File: src/rtl/ttb_pkg.sv
// Shared types and constants for the triangle tangent/bitangent block.
`default_nettype none
package ttb_pkg;
  localparam int unsigned FracBitsDefault = 16;
  localparam logic [31:0] AreaThreshReset = 32'd42950;

  // Corner record handed from the front end to the back end
  typedef struct packed {
    logic signed [31:0] pos_x;
    logic signed [31:0] pos_y;
    logic signed [31:0] pos_z;
    logic signed [31:0] tex_u;
    logic signed [31:0] tex_v;
    logic               third;
  } corner_t;
endpackage
`default_nettype wire

File: src/rtl/ttb_front.sv
// Front end: accepts corners, tags the closing corner of each triangle, queues them.
`default_nettype none
module ttb_front (
  input  wire logic            clk_i,
  input  wire logic            rst_ni,
  input  wire logic            in_valid_i,
  output logic                 in_ready_o,
  input  wire logic [159:0]    in_data_i,
  output logic                 q_valid_o,
  input  wire logic            q_ready_i,
  output ttb_pkg::corner_t     q_data_o
);
  localparam int unsigned Depth = 2;

  ttb_pkg::corner_t fifo_q [Depth];
  logic       wp_q, rp_q;
  logic [1:0] cnt_q;
  logic [1:0] cc_q;
  logic       push, pop;
  ttb_pkg::corner_t wr;

  assign in_ready_o = (cnt_q != 2'd2);
  assign push = in_valid_i && in_ready_o;
  assign pop  = q_valid_o && q_ready_i;
  assign q_valid_o = (cnt_q != 2'd0);
  assign q_data_o  = fifo_q[rp_q];

  always_comb begin
    wr.pos_x = in_data_i[31:0];
    wr.pos_y = in_data_i[63:32];
    wr.pos_z = in_data_i[95:64];
    wr.tex_u = in_data_i[127:96];
    wr.tex_v = in_data_i[159:128];
    wr.third = (cc_q == 2'd2);
  end

  // Write queue entries
  always_ff @(posedge clk_i) begin
    if (push) fifo_q[wp_q] <= wr;
  end

  // Advance pointers, count and corner tag
  always_ff @(posedge clk_i or negedge rst_ni) begin
    if (!rst_ni) begin
      wp_q <= 1'b0; rp_q <= 1'b0; cnt_q <= 2'd0; cc_q <= 2'd0;
    end else begin
      if (push) begin
        wp_q <= ~wp_q;
        cc_q <= (cc_q == 2'd2) ? 2'd0 : cc_q + 2'd1;
      end
      if (pop) rp_q <= ~rp_q;
      cnt_q <= cnt_q + {1'b0, push} - {1'b0, pop};
    end
  end

  ap_cnt: assert property (@(posedge clk_i) disable iff (!rst_ni) cnt_q <= 2'd2)
    else $error("queue count overflow");
  ap_cc: assert property (@(posedge clk_i) disable iff (!rst_ni) cc_q != 2'd3)
    else $error("corner tag out of range");
  ap_full: assert property (@(posedge clk_i) disable iff (!rst_ni)
    (cnt_q == 2'd2 && !pop) |=> cnt_q == 2'd2)
    else $error("full queue drained without pop");
endmodule
`default_nettype wire

File: config.mk
export PLATFORM = sky130hd
export DESIGN_NAME = ttb_front
export DESIGN_NICKNAME = d
export VERILOG_FILES = /design/src/rtl/ttb_pkg.sv /design/src/rtl/ttb_front.sv
export SDC_FILE = /design/constraint.sdc
export NUM_CORES = 1
export LEC_CHECK = 0
export CORE_ASPECT_RATIO = 1.4
export CORE_UTILIZATION = 30
export CTS_CLUSTER_SIZE = 16
export DETAILED_ROUTE_END_ITERATION = 16
export DONT_BUFFER_PORTS = 1
export PLACE_DENSITY_LB_ADDON = 0.25
export SKIP_LAST_GASP = 1
export SLEW_MARGIN = 20
export SYNTH_ARGS = -nofsm -noshare
export SYNTH_HDL_FRONTEND = slang
export SYNTH_SLANG_ARGS = --single-unit
File: constraint.sdc
create_clock -name clk_i -period 12.8 [get_ports clk_i]
set_input_delay 2.56 -clock clk_i [delete_from_list [all_inputs] [get_ports clk_i]]
set_output_delay 2.56 -clock clk_i [all_outputs]
set_load 0.03 [all_outputs]
==> results of run 1 <==
-- final timing paths --
| check | end | slack (ns) | cells after the start |
|---|---|---|---|
| setup / recovery | q_data_o[46] | 7.37 | 2 |
| hold / removal | cc_q[1] | 0.55 | 1 |
| setup reg to reg | fifo_q[0][68] | 9.84 | 4 |
| hold reg to reg | cc_q[1] | 0.55 | 1 |
| max in group asynchronous | rp_q | 10.98 | 0 |
| min in group asynchronous | rp_q | 1.75 | 0 |
-- metal layers --
layer  vias to the layer above  part of all wire
met5                         -            0.0011
met3                        50             0.094
li1                       2152                 -
met4                         4             0.033
met2                       223              0.55
met1                      2479              0.32
-- placed cells by master, fill, tap and decap left out, types with 2 or more instances in the layout --
cell type    n
xnor2_1      3
mux2_4      80
nor2b_1      3
clkbuf_1     9
buf_4        6
nor2_1       3
clkbuf_16   37
mux2_2      83
nand2_1      2
clkinv_2     6
edfxtp_1   322
dfrtp_1      5
clkinv_1     5
-- kinds of logic after synthesis --
kind of cell,after synthesis,share of synthesized area
compound gates,4,0.00255
flops,328,0.802
buf+inv,18,0.0125
simple gates,13,0.00552
fa+ha+maj,1,0.00102
xor+xnor,3,0.00215
mux,163,0.174
-- through the flow --
stage	worst slack (ns)	hold slack, ns	cells	total power, W	utilization
finish	7.37	0.554	1111	0.00366	0.344
global route	7.22	0.575	1111	0.00380	0.344
CTS	7.28	0.559	1111	0.00372	0.344
detailed placement	7.84	0.545	1052	0.00281	0.318
global placement	7.93	0.535	1052	0.00278	0.318
floorplan	2.75	0.461	530	0.00269	-
-- worst max-delay path: stages, from the launching register on --
cell and delay [ns]:
dfrtp_4 0.90, buf_4 0.84, mux2_2 0.52
-- synthesized netlist by cell type, drive strengths merged --
master	count	area share
xnor2	3	0.0021
mux2	163	0.17
nor2	4	0.0012
a32oi	1	0.00072
ha	1	0.0010
nand3	1	0.00041
nor2b	3	0.0015
a21bo	1	0.00082
and3	1	0.00051
nand2b	1	0.00072
nand2	2	0.00061
or2	1	0.00051
a211oi	1	0.00061
buf	18	0.012
dfrtp	6	0.012
o21ai	1	0.00041
edfxtp	322	0.79
-- state kept, by name, indices dropped and copies added (netlist names) --
signal  count
fifo_q    322
cc_q        2
wp_q        1
cnt_q       2
rp_q        1
-- power breakdown --
group	internal, W	total [W]	switching [W]	leakage [nW]
registers	0.00147	0.00157	0.0000982	3.07
logic	0.000364	0.00119	0.000825	1.07
clock network	0.000525	0.000898	0.000373	0.502
-- cell type report --
type	instances	area, um2
Clock buffer	46	960
Clock inverter	13	65.1
Fill cell	3777	26400
Multi-Input combinational cell	184	2290
Sequential cell	328	9820
Tap cell	534	668
Timing Repair Buffer	6	45.0
==> qor.yml, run 1 <==
setup_path:
  crit_type: "register to primary output"
  worstPathArrival_ns: 2.87
  startpoint: "rp_q"
  r2r-start: "cnt_q[0]"
  crit_path_max_fanout: 68
  cp-start-kind: "register"
  required_ns: 10.24
  critPathCaptureType: "primary output"
sta:
  min_period_ns: 5.43
  fin_worst_skew_ns: 0.00535
  setup_viol_count_final: 0
  hold_viol: 0
  fmaxAchievable_ghz: 0.184
  finalSetupTns_ns: 0
  fin_crit_sh: 0.424
  tightest_slew_ns: 0.973
  slew_headroom: 0.351
  rsz0062_at_grt: "false"
  drv_slew: 0
clocking:
  clkLatencyLatePin_ns: 0.50
  postCtsResizedCells: 0
  clock-sinks: 328
  postCtsSetupBuffers: 0
  numCtsBuffers: 34
  clockRootBuffer: "clkbuf_16"
  htree_num_levels: 2
  clk_pin_slew_ns: 0.06
  clockBufferDepth: 3
  cts_tree: "done"
  hold_buffers: 0
global_route:
  busiest_layer: "met2"
  grt_pass1_vias: 5289
  overflow: 0
  use_met1: 0.0977
  grt_pass1_wl_um: 32900
  grt_max_degree: 69
  use_met2: 0.200
  antenna_found_initial: 2
  grtUsageMet3: 0.0443
  track_usage: 0.106
placed_design:
  gp_congestion: 0.739
  port-buffer-count: 0
  dp_hpwl_um: 15900
  dpl_cell_area_um2: 12800
synthesis:
  synth_area_um2: 12200
  synth_cells: 530
  seq_area_frac_synth: 0.802
  synth_fp_nets: 695
  yosysUniqueCellTypes: 19
  yosys_warnings: 0
  ys_ff_latch: 328
  avgSynthCellArea_um2: 23.1
die:
  die_area_um2: 41600
  die_h_um: 241
  start_util: 0.304
  core_um2: 40300
  ios: 327
  die_w_um: 173
  fp-row-count: 87
final_layout:
  area_delta_synth_final_pct: 13.1
  nNetsFinal: 719
  diodes: 0
  drive_gt1_frac: 0.381
  stdcell_area_um2: 13800
outcome:
  status: "completed"
route:
  finalWirelength_um: 23400
  viasPerCell: 4.42
  drc_errors: 0
  wire_per_inst_um: 21.1
  via_count: 4908
  ant_nets: 0
  dr.pass1.iters: 4
  drtIter0Drc: 220
min_path:
  min-delay-start: "cc_q[1]"
  hold_class: "register to register"
run:
  drv_cap: 0
power_and_ir_drop:
  ir_worst_vdd_mv: 0.143
  cellLeakagePower_nw: 4.64
  p_per_area_nw_per_um2: 264
No activity file was read; power rests on OpenSTA's default activity.
==> run 2, diff against run 1 <==
==> constraint.sdc (replaced) <==
create_clock -name clk_i -period 4.6 [get_ports clk_i]
set_input_delay 0.92 -clock clk_i [delete_from_list [all_inputs] [get_ports clk_i]]
set_output_delay 0.92 -clock clk_i [all_outputs]
set_load 0.03 [all_outputs]
==> qor.yml, run 2 (synthesis results as in run 1) <==
final_layout:
  top_register: "fifo_q"
  area_delta_synth_final_pct: 13.2
  fin_util: 0.344  # +0.000435
  layout_common_cells: "edfxtp_1, mux2_2, mux2_4"
  nNetsFinal: 718  # -0.14%
  largest_register_ffs: 322  # unchanged
  diodes: 0  # unchanged
  stdcell_count: 1111  # unchanged
  drive_gt1_frac: 0.378  # -0.00347
  mostFrequentLayoutCell: "edfxtp_1"
  reg.largest.list: "fifo_q x322, cc_q x2, cnt_q x2"
clocking:
  clockBufferDepth: 3  # unchanged
  clk_pin_slew_ns: 0.07  # about the same
  htree_num_levels: 1  # -1
  postCtsResizedCells: 0  # unchanged
  clockRootBuffer: "clkbuf_16"
  numCtsBuffers: 31  # -8.8%
  clock-sinks: 328  # unchanged
  hold_buffers: 1  # +1
  postCtsSetupBuffers: 0  # unchanged
  clkLatencyLatePin_ns: 0.57  # +0.07 ns
  cts_tree: "done"
global_route:
  busiest_layer: "met2"
  track_usage: 0.106  # -0.000305
  use_met2: 0.198  # -0.00269
  antenna_found_initial: 0  # -2
  use_met1: 0.101  # +0.00312
  grt_pass1_wl_um: 33200  # +0.99%
  grt_pass1_vias: 5381  # +1.7%
  overflow: 0  # unchanged
  grtUsageMet3: 0.0452  # +0.000945
  grt_max_degree: 84  # +22%
route:
  drc_errors: 0  # unchanged
  drtIter0Drc: 223  # +1.4%
  dr.pass1.iters: 4  # unchanged
  viasPerCell: 4.41  # -0.12%
  ant_nets: 0  # unchanged
  finalWirelength_um: 23300  # -0.62%
  via_count: 4902  # -0.12%
  wire_per_inst_um: 20.9  # -0.62%
sta:
  fin_hold_ws_ns: 0.439  # -0.115 ns
  finalSetupTns_ns: 0  # unchanged
  fin_worst_skew_ns: 0.0102  # +0.00486 ns
  min_period_ns: 3.38
  rsz0062_at_grt: "false"
  slew_headroom: 0.341  # -0.0105
  fmaxAchievable_ghz: 0.296
  fin_crit_sh: 0.734
  tightest_slew_ns: 0.989  # +0.0157 ns
  hold_viol: 0  # unchanged
  drv_slew: 0  # unchanged
  setup_viol_count_final: 0  # unchanged
setup_path:
  startpoint: "rp_q"
  critPathCaptureType: "primary output"
  worstPathArrival_ns: 2.46  # -0.41 ns
  r2r-start: "cnt_q[0]"
  cp-start-kind: "register"
  required_ns: 3.68  # -6.56 ns
  cp-endpoint: "q_data_o[49]"
  crit_path_max_fanout: 75  # +10%
  r2r_slack_ns: 2.23  # -7.61 ns
  crit_type: "register to primary output"
  r2r_cells: 3  # -1
  regToRegEndpoint: "fifo_q[1][69]"
die:
  fp-row-count: 87  # unchanged
  die_w_um: 173  # unchanged
  die_h_um: 241  # unchanged
  core_um2: 40300  # unchanged
  start_util: 0.304  # unchanged
  die_area_um2: 41600  # unchanged
  ios: 327  # unchanged
placed_design:
  placedCellCount: 1053  # +0.095%
  dp_hpwl_um: 15700  # -1.2%
  gp_congestion: 0.725  # -1.9%
  port-buffer-count: 0  # unchanged
outcome:
  status: "completed"
power_and_ir_drop:
  p_clk_frac: 0.242  # -0.003
  ir_worst_vdd_mv: 0.335  # +130%
  combinationalPowerShare: 0.329  # +0.004
  swShare: 0.357  # +0.00329
  p_int_w: 0.00653  # +180%
  cellLeakagePower_nw: 4.62  # -0.34%
  p_per_area_nw_per_um2: 733  # +180%
  p_switching_w: 0.00363  # +180%
  p_seq_frac: 0.428  # -0.002
run:
  drv_cap: 0  # unchanged
min_path:
  hold_class: "input pin to register"
run 2: power by group through the flow:
stage | Combinational (W) | Sequential, W | Clock [W]
after global placement | 0.00336 | 0.00440 | 0
final | 0.00335 | 0.00436 | 0.00247
after global routing | 0.00349 | 0.00442 | 0.00267
after floorplan | 0.00309 | 0.00431 | 0
after CTS | 0.00342 | 0.00437 | 0.00256
after detailed placement | 0.00341 | 0.00443 | 0
run 2: metal layers:
layer	wire length, um	up-vias
li1	-	2150
met5	0	-
met4	702	0
met3	2290	38
met1	7510	2497
met2	12800	217
run 2: area by class of cell:
type | count | area, um2
repair buffers | 8 | 100
fillers | 3754 | 26400
clock buffers | 35 | 791
well taps | 534 | 668
multi-input cells | 184 | 2290
flip-flops and latches | 328 | 9820
clock inverters | 22 | 196
run 2: metrics by stage:
stage          power (W)  area, um2  worst slack, ns
5_1_grt           0.0106      13900             1.11
2_1_floorplan    0.00740      12300            0.718
6_report          0.0102      13900             1.22
4_1_cts           0.0103      13900             1.16
3_3_place_gp     0.00777      12900             1.86
3_5_place_dp     0.00784      12900             1.79
run 2: worst min-delay path by stage:
stage / from / end / depth (start not counted)
2_1_floorplan: wp_q / wp_q / 1
3_3_place_gp: cc_q[0] / cc_q[0] / 1
3_5_place_dp: cc_q[1] / cc_q[1] / 1
4_1_cts: in_data_i[131] / fifo_q[0][4] / 0
5_1_grt: in_data_i[131] / fifo_q[0][4] / 0
6_report: in_data_i[36] / fifo_q[0][101] / 0
run 2: critical path, stage by stage (launching register included):
cell,delay [ns]
dfrtp_4,0.85
buf_12,0.39
mux2_2,0.49
==> run 3, diff against run 2 <==
==> constraint.sdc (replaced) <==
create_clock -name clk_i -period 2.95 [get_ports clk_i]
set_input_delay 0.59 -clock clk_i [delete_from_list [all_inputs] [get_ports clk_i]]
set_output_delay 0.59 -clock clk_i [all_outputs]
set_load 0.03 [all_outputs]
==> qor.yml, run 3 (synthesis results as in run 1) <==
global_route:
  use_met2: 0.198  # +0.000611
  track_usage: 0.105  # -0.00127
  grt_max_degree: 98  # +17%
  grtUsageMet3: 0.0528  # +0.00756
  overflow: 0  # unchanged
  grt_pass1_wl_um: 32500  # -2.2%
  use_met1: 0.0910  # -0.00986
  busiest_layer: "met2"
  grt_pass1_vias: 5285  # -1.8%
  antenna_found_initial: 0  # unchanged
final_layout:
  mostFrequentLayoutCell: "edfxtp_1"
  diodes: 0  # unchanged
  stdcell_count: 1113  # +0.18%
  fillCellCount: 3745  # -0.24%
  layout_common_cells: "edfxtp_1, mux2_2, mux2_4"
  top_register: "fifo_q"
  seq_area_um2: 9820  # unchanged
  reg.largest.list: "fifo_q x322, cc_q x2, cnt_q x2"
  drive_gt1_frac: 0.383  # +0.00560
  largest_register_ffs: 322  # unchanged
  nNetsFinal: 720  # +0.28%
  multi_input_area_um2: 2300  # +0.55%
  area_delta_synth_final_pct: 14.5
route:
  drc_errors: 0  # unchanged
  via_count: 4868  # -0.69%
  dr.pass1.iters: 4  # unchanged
  ant_nets: 0  # unchanged
  finalWirelength_um: 22700  # -2.4%
  drtIter0Drc: 172  # -23%
  wire_per_inst_um: 20.4  # -2.5%
  viasPerCell: 4.37  # -0.87%
min_path:
  hold_class: "input pin to register"
clocking:
  clock-sinks: 328  # unchanged
  clockRootBuffer: "clkbuf_16"
  cts_tree: "done"
  clkLatencyLatePin_ns: 0.52  # -0.05 ns
  clockBufferDepth: 3  # unchanged
  numCtsBuffers: 34  # +9.7%
  htree_num_levels: 2  # +1
  postCtsSetupBuffers: 0  # unchanged
  clk_pin_slew_ns: 0.06  # about the same
die:
  die_h_um: 241  # unchanged
  die_area_um2: 41600  # unchanged
  die_w_um: 173  # unchanged
  ios: 327  # unchanged
  fp-row-count: 87  # unchanged
  core_um2: 40300  # unchanged
  start_util: 0.304  # unchanged
setup_path:
  cp-start-kind: "register"
  r2r_slack_ns: 1.06  # -1.17 ns
  critPathCaptureType: "primary output"
  crit_path_max_fanout: 88  # +17%
  crit_type: "register to primary output"
  required_ns: 2.36  # -1.32 ns
  worstPathArrival_ns: 2.04  # -0.42 ns
sta:
  fin_crit_sh: 0.890
  hold_viol: 0  # unchanged
  setup_viol_count_final: 0  # unchanged
  tightest_slew_ns: 0.698  # -0.291 ns
  fin_worst_skew_ns: 0.0226  # +0.0124 ns
  slew_headroom: 0.535  # +0.194
  min_period_ns: 2.63
  finalSetupTns_ns: 0  # unchanged
  drv_slew: 0  # unchanged
  rsz0062_at_grt: "false"
  fmaxAchievable_ghz: 0.381
placed_design:
  port-buffer-count: 0  # unchanged
  placedCellCount: 1052  # -0.095%
  dp_hpwl_um: 15000  # -4.3%
  gp_congestion: 0.703  # -3.0%
power_and_ir_drop:
  p_per_area_nw_per_um2: 1160  # +58%
  cellLeakagePower_nw: 4.70  # +1.6%
  ir_worst_vdd_mv: 0.648  # +93%
run:
  drv_cap: 0  # unchanged
outcome:
  status: "completed"
-- run 3: cell count changes in the layout (fill, tap and decap cells not counted), moves of 2 or more --
| cell | change |
|---|---|
| clkbuf_1 | +5 |
| clkinvlp_4 | -2 |
| clkinv_1 | -6 |
| buf_12 | +3 |
| clkinv_2 | +2 |
| buf_4 | -4 |
| clkbuf_16 | +4 |
-- run 3: critical path, cell delays in order (launching register included) --
cell and delay, ns:
dfrtp_4 0.44, buf_12 0.41, mux2_2 0.50
-- run 3: per-layer routing --
metal | vias to the layer above | routed length, um
met4 | 0 | 743
met1 | 2448 | 6800
li1 | 2156 | -
met3 | 47 | 2500
met5 | - | 0
met2 | 217 | 12700
-- run 3: final timing paths --
| path | start | cells past startpoint | to |
|---|---|---|---|
| setup / recovery | rp_q | 2 | q_data_o[158] |
| hold / removal | in_data_i[22] | 0 | fifo_q[0][151] |
| setup reg to reg | cnt_q[0] | 3 | fifo_q[1][96] |
| hold reg to reg | wp_q | 1 | wp_q |
| max in group asynchronous | rst_ni | 1 | rp_q |
| min in group asynchronous | rst_ni | 1 | cc_q[1] |
-- run 3: cell type report --
type / instances / area share
clock buffers: 44 / 0.0649
clock inverters: 16 / 0.0136
multi-input cells: 184 / 0.164
flip-flops and latches: 328 / 0.701
well taps: 534 / 0.0477
repair buffers: 7 / 0.00928
-- run 3: power breakdown --
| group | internal [W] | leakage (nW) | switching [W] |
|---|---|---|---|
| logic | 0.00167 | 1.10 | 0.00374 |
| registers | 0.00638 | 3.07 | 0.000274 |
| clock network | 0.00253 | 0.527 | 0.00167 |
| total | 0.0106 | 4.70 | 0.00569 |
-- run 3: what timing repair did --
action                    CTS  global route
hold endpoints to repair    6             0
hold buffers                1             0
resized for setup           0             0
-- run 3: per-stage QoR --
| step | hold WS (ns) | area (um2) | setup slack, ns | utilization | total power (W) |
|---|---|---|---|---|---|
| 2_1_floorplan | 0.294 | 12300 | -0.570 | - | 0.0115 |
| 3_3_place_gp | 0.295 | 12900 | 0.902 | 0.321 | 0.0121 |
| 3_5_place_dp | 0.295 | 12900 | 0.869 | 0.321 | 0.0123 |
| 4_1_cts | 0.129 | 14000 | 0.296 | 0.348 | 0.0165 |
| 5_1_grt | 0.124 | 14000 | 0.250 | 0.348 | 0.0169 |
| 6_report | 0.163 | 14000 | 0.323 | 0.348 | 0.0163 |
